<file path="config.mk">
export PLATFORM = sky130hd
export DESIGN_NAME = three_channel_debounce_event
export DESIGN_NICKNAME = d
export VERILOG_FILES = /design/src/rtl/tcde_pkg.sv /design/src/rtl/tcde_chan.sv /design/src/rtl/three_channel_debounce_event.sv
export SDC_FILE = /design/constraint.sdc
export NUM_CORES = 1
export LEC_CHECK = 0
export ABC_AREA = 0
export ABC_CLOCK_PERIOD_IN_PS = 9800
export BUFFER_PORTS_ARGS = -buffer_cell sky130_fd_sc_hd__clkbuf_2
export CORE_UTILIZATION = 66
export CTS_CLUSTER_DIAMETER = 200
export CTS_CLUSTER_SIZE = 30
export DETAILED_ROUTE_END_ITERATION = 12
export PLACE_DENSITY = 0.95
export SETUP_SLACK_MARGIN = 0.02
export SYNTH_ARGS = -nofsm -noshare
export SYNTH_HDL_FRONTEND = slang
export SYNTH_SLANG_ARGS = --single-unit
</file>
<file path="constraint.sdc">
create_clock -name clk_i -period 9.8 [get_ports clk_i]
set_input_delay 0.98 -clock clk_i [delete_from_list [all_inputs] [get_ports clk_i]]
set_output_delay 0.98 -clock clk_i [all_outputs]
set_load 0.02 [all_outputs]
</file>
<file path="src/rtl/tcde_pkg.sv">
`timescale 1ns / 1ps

package tcde_pkg;

  // counter and channel sizing
  localparam int unsigned CntW   = 8;
  localparam int unsigned NumCh  = 3;
  localparam int unsigned CodeW  = 3;

  // debounce count after reset
  localparam logic [CntW-1:0] DebounceCountRst = 8'd5;

  // channel indexes, also the upper bits of an event code
  localparam logic [1:0] ChLeft   = 2'd0;
  localparam logic [1:0] ChMiddle = 2'd1;
  localparam logic [1:0] ChRight  = 2'd2;

  // input item
  typedef struct packed {
    logic mode;
    logic left_tape;
    logic middle_tape;
    logic right_tape;
  } tcde_in_t;

  // result item
  typedef struct packed {
    logic             event_valid;
    logic [CodeW-1:0] event_code;
    logic             event_level;
    logic [NumCh-1:0] raw_mask;
    logic [NumCh-1:0] stable_mask;
  } tcde_out_t;

  // per-channel update control
  typedef struct packed {
    logic upd;
    logic init;
  } tcde_chan_ctrl_t;

  // event code: channel times two, plus one for an off transition
  function automatic logic [CodeW-1:0] ev_code(logic [1:0] ch, logic level);
    return {ch, ~level};
  endfunction

endpackage

</file>
<file path="src/rtl/tcde_chan.sv">
`timescale 1ns / 1ps

module tcde_chan (
  input  logic                         clk_i,
  input  logic                         rst_ni,
  input  tcde_pkg::tcde_chan_ctrl_t    ctrl_i,
  input  logic                         sample_i,
  input  logic                         stable_i,
  input  logic [tcde_pkg::CntW-1:0]    thresh_i,
  output logic                         flip_o
);
  import tcde_pkg::*;

  logic            last_q, last_d;
  logic [CntW-1:0] cnt_q, cnt_d;

  // run counter: saturate on repeat, restart at one on change
  always_comb begin
    last_d = last_q;
    cnt_d  = cnt_q;
    if (ctrl_i.init) begin
      last_d = sample_i;
      cnt_d  = '0;
    end else if (sample_i == last_q) begin
      if (cnt_q < thresh_i) begin
        cnt_d = cnt_q + CntW'(1);
      end
    end else begin
      last_d = sample_i;
      cnt_d  = CntW'(1);
    end
  end

  // change request once the run is long enough
  assign flip_o = !ctrl_i.init && (cnt_d >= thresh_i) && (sample_i != stable_i);

  always_ff @(posedge clk_i or negedge rst_ni) begin
    if (!rst_ni) begin
      last_q <= 1'b0;
      cnt_q  <= '0;
    end else if (ctrl_i.upd) begin
      last_q <= last_d;
      cnt_q  <= cnt_d;
    end
  end

endmodule

</file>
<file path="src/rtl/three_channel_debounce_event.sv">
`timescale 1ns / 1ps

// Three-channel debouncer for left, middle and right sensor lines. Each input
// item is one sample of all three lines (or an initialize request); each item
// gives exactly one result item with the raw and debounced masks and at most
// one level-change event, left taking priority over middle over right. The
// block takes one item per clock while in_stall_o is low: the item is captured
// in an input register, and the per-channel run counters and the event select
// are updated as it moves on into the result register, which holds the result
// while the output side stalls.
// The debounce count register may be rewritten only while no item is in flight.
module three_channel_debounce_event (
  input  logic                               clk_i,
  input  logic                               rst_ni,
  input  logic                               cfg_we_i,
  input  logic [tcde_pkg::CntW-1:0]          cfg_wdata_i,
  input  logic                               in_valid_i,
  output logic                               in_stall_o,
  input  tcde_pkg::tcde_in_t                 in_data_i,
  output logic                               out_valid_o,
  input  logic                               out_stall_i,
  output tcde_pkg::tcde_out_t                out_data_o
);
  import tcde_pkg::*;

  logic [CntW-1:0]  thresh_q;
  logic             in_vld_q;
  tcde_in_t         in_q;
  logic             out_vld_q;
  tcde_out_t        out_q, out_d;
  logic [NumCh-1:0] stable_q, stable_d;
  logic [NumCh-1:0] sample;
  logic [NumCh-1:0] flip;
  logic             advance;
  logic             in_take;
  tcde_chan_ctrl_t  chan_ctrl;

  // handshake
  assign advance    = in_vld_q && (!out_vld_q || !out_stall_i);
  assign in_stall_o = in_vld_q && !advance;
  assign in_take    = in_valid_i && !in_stall_o;

  // config register
  always_ff @(posedge clk_i or negedge rst_ni) begin
    if (!rst_ni) begin
      thresh_q <= DebounceCountRst;
    end else if (cfg_we_i) begin
      thresh_q <= cfg_wdata_i;
    end
  end

  // input register
  always_ff @(posedge clk_i or negedge rst_ni) begin
    if (!rst_ni) begin
      in_vld_q <= 1'b0;
    end else if (in_take) begin
      in_vld_q <= 1'b1;
    end else if (advance) begin
      in_vld_q <= 1'b0;
    end
  end

  always_ff @(posedge clk_i) begin
    if (in_take) begin
      in_q <= in_data_i;
    end
  end

  assign sample         = {in_q.right_tape, in_q.middle_tape, in_q.left_tape};
  assign chan_ctrl.upd  = advance;
  assign chan_ctrl.init = in_q.mode;

  // per-channel run counters
  for (genvar ch = 0; ch < NumCh; ch++) begin : g_chan
    tcde_chan u_chan (
      .clk_i    (clk_i),
      .rst_ni   (rst_ni),
      .ctrl_i   (chan_ctrl),
      .sample_i (sample[ch]),
      .stable_i (stable_q[ch]),
      .thresh_i (thresh_q),
      .flip_o   (flip[ch])
    );
  end

  // event select, left first
  always_comb begin
    stable_d          = stable_q;
    out_d             = '0;
    out_d.raw_mask    = sample;
    if (in_q.mode) begin
      stable_d = sample;
    end else begin
      priority if (flip[0]) begin
        stable_d[0]       = sample[0];
        out_d.event_valid = 1'b1;
        out_d.event_level = sample[0];
        out_d.event_code  = ev_code(ChLeft, sample[0]);
      end else if (flip[1]) begin
        stable_d[1]       = sample[1];
        out_d.event_valid = 1'b1;
        out_d.event_level = sample[1];
        out_d.event_code  = ev_code(ChMiddle, sample[1]);
      end else if (flip[2]) begin
        stable_d[2]       = sample[2];
        out_d.event_valid = 1'b1;
        out_d.event_level = sample[2];
        out_d.event_code  = ev_code(ChRight, sample[2]);
      end else begin
        out_d.event_valid = 1'b0;
      end
    end
    out_d.stable_mask = stable_d;
  end

  // debounced levels
  always_ff @(posedge clk_i or negedge rst_ni) begin
    if (!rst_ni) begin
      stable_q <= '0;
    end else if (advance) begin
      stable_q <= stable_d;
    end
  end

  // result register
  always_ff @(posedge clk_i or negedge rst_ni) begin
    if (!rst_ni) begin
      out_vld_q <= 1'b0;
    end else if (advance) begin
      out_vld_q <= 1'b1;
    end else if (!out_stall_i) begin
      out_vld_q <= 1'b0;
    end
  end

  always_ff @(posedge clk_i) begin
    if (advance) begin
      out_q <= out_d;
    end
  end

  assign out_valid_o = out_vld_q;
  assign out_data_o  = out_q;

  // at most one debounced level changes per item
  a_one_change: assert property (@(posedge clk_i) disable iff (!rst_ni)
    advance && !in_q.mode |-> $countones(stable_d ^ stable_q) <= 1)
    else $error("more than one debounced level changed");

  // a reported event matches the stable mask of its channel
  a_event_level: assert property (@(posedge clk_i) disable iff (!rst_ni)
    out_valid_o && out_data_o.event_valid |->
      (out_data_o.event_code[2:1] == ChLeft &&
       out_data_o.event_level == out_data_o.stable_mask[0]) ||
      (out_data_o.event_code[2:1] == ChMiddle &&
       out_data_o.event_level == out_data_o.stable_mask[1]) ||
      (out_data_o.event_code[2:1] == ChRight &&
       out_data_o.event_level == out_data_o.stable_mask[2]))
    else $error("event level disagrees with stable mask");

  // initialize items report no event and load the sample
  a_init_item: assert property (@(posedge clk_i) disable iff (!rst_ni)
    advance && in_q.mode |=>
      !out_data_o.event_valid && out_data_o.stable_mask == out_data_o.raw_mask)
    else $error("initialize item result wrong");

  // a held result stays put while stalled
  a_out_hold: assert property (@(posedge clk_i) disable iff (!rst_ni)
    out_valid_o && out_stall_i |=> out_valid_o && $stable(out_data_o))
    else $error("stalled result changed");

endmodule

</file>
After elaboration in Yosys (flattened, before gate mapping)
Index checks and enable logic that the tools add are counted.

Bitwise logic cells: 3. $lt $le $gt $ge: 6. Reduce and logical (&&, ||, !) cells: 21. $add $sub $neg: 3. Equal/unequal tests: 10. Muxes and demuxes: 29.

Operators by type and width (count): $mux W8 (9); $add A8 B1 Y8 const B (3); $ge A8 B8 Y1 (3); $lt A8 B8 Y1 (3); $mux W1 (15); $mux W5 (2); $logic_and A1 B1 Y1 (9); $ne A2 B2 Y1 const B (3); $reduce_and A2 Y1 (3); $logic_not A1 Y1 (5); $mux W4 (1); $eq A1 B1 Y1 (3); $mux W3 (1); $ne A1 B1 Y1 (3); $not A1 Y1 (3); $reduce_or A3 Y1 (1); $mux W2 (1); $ne A2 B1 Y1 const B (1); $reduce_bool A2 Y1 (1); $reduce_or A2 Y1 (1); $logic_or A1 B1 Y1 (1).

Register bits: 55. Output and inout port bits: 13. Bits of input ports: 17.

Depth between registers and ports, before layout
Word-level depth: 11. Gate-level depth with buffers: 15.

Hierarchy
Synthesis repeated with hierarchy kept, for this count alone.

Cell total of the unflattened synthesis: 452. Area total of the unflattened synthesis: 4366.7 um2.

By module, submodules not included: three_channel_debounce_event (area an instance 1147.4 um2, times used 1, cells each 72, sequential area each 778.2 um2); tcde_chan at g_chan[1].u_chan (area an instance 1077.3 um2, times used 1, cells each 127, sequential area each 225.2 um2); tcde_chan at g_chan[2].u_chan (area an instance 1074.8 um2, times used 1, cells each 126, sequential area each 225.2 um2); tcde_chan at g_chan[0].u_chan (area an instance 1067.3 um2, times used 1, cells each 127, sequential area each 225.2 um2).

Worst setup path after synthesis
OpenSTA, ideal clock, no wires.

Path type: flip-flop to flip-flop. Start point: reg thresh_q[2]. End point: reg out_q (netlist bit out_data_o[2]) (data pin). Stages on the path, launching flop included: 14. Data required time: 9.540 ns. Setup time: 0.260 ns. Slack: 6.047 ns. Period minus slack after synthesis: 3.753 ns. Arrival time: 3.493 ns. Cell sequence: dfstp_2 > inv_1 > ha_1 > o21ai_0 > o21bai_1 > a21o_1 > o311ai_0 > o21ai_0 > ha_1 > nand2_1 > o41ai_1 > nand2_1 > o211ai_1 > mux2_2.

RTL lines: start, declared (line three_channel_debounce_event.sv:26) `logic [CntW-1:0] thresh_q;`; start signal, assigned (line three_channel_debounce_event.sv:46) `thresh_q <= DebounceCountRst;`; start signal, assigned (line three_channel_debounce_event.sv:48) `thresh_q <= cfg_wdata_i;`; end signal, assigned (line three_channel_debounce_event.sv:138) `out_q <= out_d;`; end, declared (line three_channel_debounce_event.sv:30) `tcde_out_t out_q, out_d;`.

==> results.md <==
Status:
- The flow ran to the end, and the final reports show no timing, DRC or antenna violations.

Finish:
- For this run, the share of the core covered by cells in the final layout is 73.1%.
- After filler insertion, the fill cell instance count of the layout stands at 406.
- In the layout the commonest cells are 67 x sky130_fd_sc_hd__nand2_1, 48 x sky130_fd_sc_hd__ha_1, 38 x sky130_fd_sc_hd__dfrtp_1.
- The area of the multi-input gates is 2440 um2.
- The post-route cell area is 4300 um2.
- The final antenna diode count is 0.
- Leaving out fill and tap cells, the most frequent cell in the layout is sky130_fd_sc_hd__nand2_1.
- The area added between synthesis and finish is 7.17%.
- The final non-filler cell total is 550.
- In the final design database the tool counted 539 nets.
- The fraction of layout instances using a drive strength above 1 is 11.8%.
- The sequential cell area is 1450 um2.

Timing:
- The worst-case clock skew is 0.0156 ns.
- The post-route setup TNS is 0 ns.
- Setup repair after global routing left no endpoint under its margin.
- The final number of max-transition violations was 0.
- The minimum setup slack in the final design is 5.28 ns.
- The final-report hold violation count came to 0.
- The number of setup violations in the final report is 0.
- Hold is met by 0.518 ns.
- Of the available clock period, the critical path in the final layout requires 46.2%.
- The worst slew slack as a fraction of its limit is 30.7%.
- For this run, the top clock speed supported by timing is 221 MHz.
- Subtracting the final worst setup slack from the clock period gives 4.52 ns.
- The slew at the pin closest to its max-slew limit is 1.04 ns.

CTS:
- The number of hold buffers added after CTS is 0.
- The insertion delay of the later-clocked pin in the worst-skew pair is 0.32 ns.
- Post-CTS timing repair inserted 0 buffers for setup.
- TritonCTS built the clock tree.
- TritonCTS created 5 clock buffers.
- Clock tree synthesis selected as its root buffer the cell sky130_fd_sc_hd__clkbuf_8.
- The clock input transition at the sequential cells of the worst setup and hold paths is 0.12 ns.
- Counting along the longest clock path gives a buffer depth of 2.
- The H-tree depth is 2.
- The number of gates resized after CTS was 0.
- The TritonCTS sink count is 55.

Synth:
- For this run, the register share of the synthesized area comes to 36.2%.
- The top flip-flop cell by instance count after synthesis is sky130_fd_sc_hd__dfrtp_1.
- For this run, the number of Yosys warnings is 0.
- Counting distinct cell types in the post-synthesis netlist gives 50.
- Synthesis handed over a netlist of 452 instances.
- In this run the cell area of the synthesized design comes to 4010 um2.
- The average cell area after synthesis is 8.88 um2.
- Counting flops with a built-in enable in the synthesized netlist gives 15.
- The async set-or-reset flop fraction in the synthesized netlist is 72.7%.
- The number of synthesized register bits is 55.
- When the netlist entered floorplanning its net count stood at 517.

Hold path:
- The min-delay analysis places its worst path in the category register to register.
- The critical hold path startpoint is in_vld_q.
- The worst hold path cell count is 1.
- The end point of the worst hold path is out_valid_o.

Pwr:
- The clock network fraction of total power is 22.8%.
- IR analysis of the VDD net gives a maximum drop of 0.112 mV.
- The relative contribution of sequential cells to total power is 47.9%.
- For this design the total switching power over the nets is 0.226 mW.
- The cell-internal power is 0.388 mW.
- Per report_power, the combinational group accounts for 29.3% of the total.
- Summing internal, switching and leakage power gives 0.614 mW.
- Of the total power, the share spent switching nets is 36.9%.
- The leakage power total is 1.98 nW.
- Power spread over the standard cell area amounts to 143 nW/um2.

Detailed routing:
- The overall routed net length is 9460 um.
- The number of nets still failing antenna checks after routing is 0.
- Dividing the detail-routed wire length by the instance count gives 17.2 um.
- Before antenna repair, the detailed router went through 5 iterations.
- The detailed-route via count is 3601.
- In this run, the number of DRC markers left after iteration 0 of detailed routing was 316.
- After detailed routing, the number of remaining DRC violations is 0.
- In the routed layout, each cell is associated on average with a via count of 6.55.

Job:
- The tool flagged a number of max-cap violations equal to 0.

Global route:
- The largest net degree at the start of global routing is 41.
- The via count of the first global-routing pass is 3399.
- In the global route stage, overall resource usage came out at 31.3%.
- For this run the aggregate overflow at the end of global routing stands at 0.
- The first global-routing pass estimated 15600 um of wire.
- The number of antenna violations at the first check in global routing is 0.

Place:
- Before CTS, the worst setup slack after placement is 5.45 ns.
- Including well taps, the total number of placed cells is 542.
- The weighted congestion at the end of routability-driven global placement is 0.923.
- The sum of net half-perimeters after detailed placement is 6740 um.
- Buffers placed on the I/O ports in this run total 29.
- The area after detailed placement is 4200 um2.

Floorplan:
- The floorplan step defined a die boundary enclosing 6400 um2.
- For this design the top-level I/O count stands at 30.
- From bottom edge to top edge, the die measures 80.0 um.
- Once the floorplan was initialized, standard cells occupied 68.2% of the core.
- From left edge to right edge, the die measures 80.0 um.
- The initialized floorplan defines 28 standard-cell rows.
- The placeable core area is 5890 um2.

Critical path:
- The startpoint identified for the worst register-to-register timing path is thresh_q[5].
- The worst setup path is launched from a register.
- The flop-to-flop setup slack is 5.28 ns.
- The worst setup path category is register to register.
- Of all nets on the critical path, the largest fanout is 7.
- Data on the critical path arrives at its endpoint at 4.61 ns.
- The worst register-to-register path ends at out_data_o[2].
- The type of destination of the critical path is a register.
- At the worst endpoint, the required time is 9.88 ns.
- The cell depth of the worst flop-to-flop path is 14.
[worst max-delay path: stages (launching register included)]
cell and delay, ns:
sky130_fd_sc_hd__dfrtp_1 0.38, sky130_fd_sc_hd__inv_1 0.27, sky130_fd_sc_hd__ha_1 0.32, sky130_fd_sc_hd__a21oi_1 0.17, sky130_fd_sc_hd__o21ai_0 0.24, sky130_fd_sc_hd__a21oi_1 0.43
sky130_fd_sc_hd__nor3_1 0.12, sky130_fd_sc_hd__a211o_1 0.30, sky130_fd_sc_hd__ha_1 0.26, sky130_fd_sc_hd__nand2b_1 0.08, sky130_fd_sc_hd__a2111oi_0 0.09, sky130_fd_sc_hd__o41ai_1 0.72
sky130_fd_sc_hd__nand2_1 0.35, sky130_fd_sc_hd__o211ai_1 0.20, sky130_fd_sc_hd__mux2_2 0.36
[registers in the layout (all words and copies together), names as in the netlist]
name,flops
chan_ctrl,1
in_vld_q,1
g_chan.u_chan.cnt_q,24
out_data_o,11
stable_q,3
in_q,3
out_valid_o,1
thresh_q,8
g_chan.u_chan.last_q,3
[final cells by class]
class / count / area share [%]
clock buffer: 5 / 1.60
clock inverter: 3 / 0.669
inverter: 16 / 1.40
multi-input combinational: 365 / 56.6
sequential: 55 / 33.8
tap: 75 / 2.18
timing repair buffer: 31 / 3.72
[layer usage]
layer	GRT usage, %	share of wire (%)	vias to the layer above
li1	-	-	1737
met5	0	0	-
met2	54.5	50	155
met4	10.5	2.4	0
met3	4.11	5.9	24
met1	39.9	42	1685
[Yosys cell counts, drive strengths merged (2+ instances only)]
master   count  area (um2)
nor4         2        12.5
nand4        6        37.5
o21ai       32         160
clkbuf      11        41.3
or4         13        97.6
a211o        7        61.3
and2         3        18.8
a211oi       7        57.6
o2bb2ai      3        26.3
ha          48         601
or2          3        18.8
nor3         9        45.0
o211ai      11        82.6
dfstp        2        52.6
dfrtp       38         951
o311ai       5        43.8
inv         16        60.1
o21bai       2        18.8
nand3       27         135
nand2b       7        43.8
or3         12        75.1
o41ai        3        26.3
buf          5        22.5
o21ba        2        20.0
a21oi       25         129
nand2       67         251
edfxtp      15         450
a21o         6        45.0
nor2        26        97.6
a2111oi      2        17.5
mux2         6        67.6
and3         3        18.8
o31ai        2        15.0
o21a         7        52.6
xor2         5        43.8
xnor2        6        52.6
[power groups by stage]
stage | sequential, mW | clock [mW] | combinational [mW]
3_5_place_dp | 0.298 | 0 | 0.174
4_1_cts | 0.293 | 0.141 | 0.177
2_1_floorplan | 0.293 | 0 | 0.128
5_1_grt | 0.299 | 0.151 | 0.201
6_report | 0.294 | 0.140 | 0.180
3_3_place_gp | 0.296 | 0 | 0.165
[cells by family after synthesis]
kind of cell	share of synthesized area, %
simple gates	21.6
buf+inv	3.09
xor+xnor	2.40
compound gates	20.1
mux	1.68
flops	36.2
fa+ha+maj	15.0
[worst max-delay path by stage]
stage	start	endpoint	slack, ns
after global placement	thresh_q[1]	out_data_o[2]	5.60
after CTS	thresh_q[5]	out_data_o[2]	5.37
after global routing	thresh_q[5]	out_data_o[2]	4.99
after detailed placement	thresh_q[5]	out_data_o[2]	5.45
after floorplan	thresh_q[2]	out_data_o[2]	6.05
final	thresh_q[5]	out_data_o[2]	5.28
No activity file was read; power rests on OpenSTA's default activity.
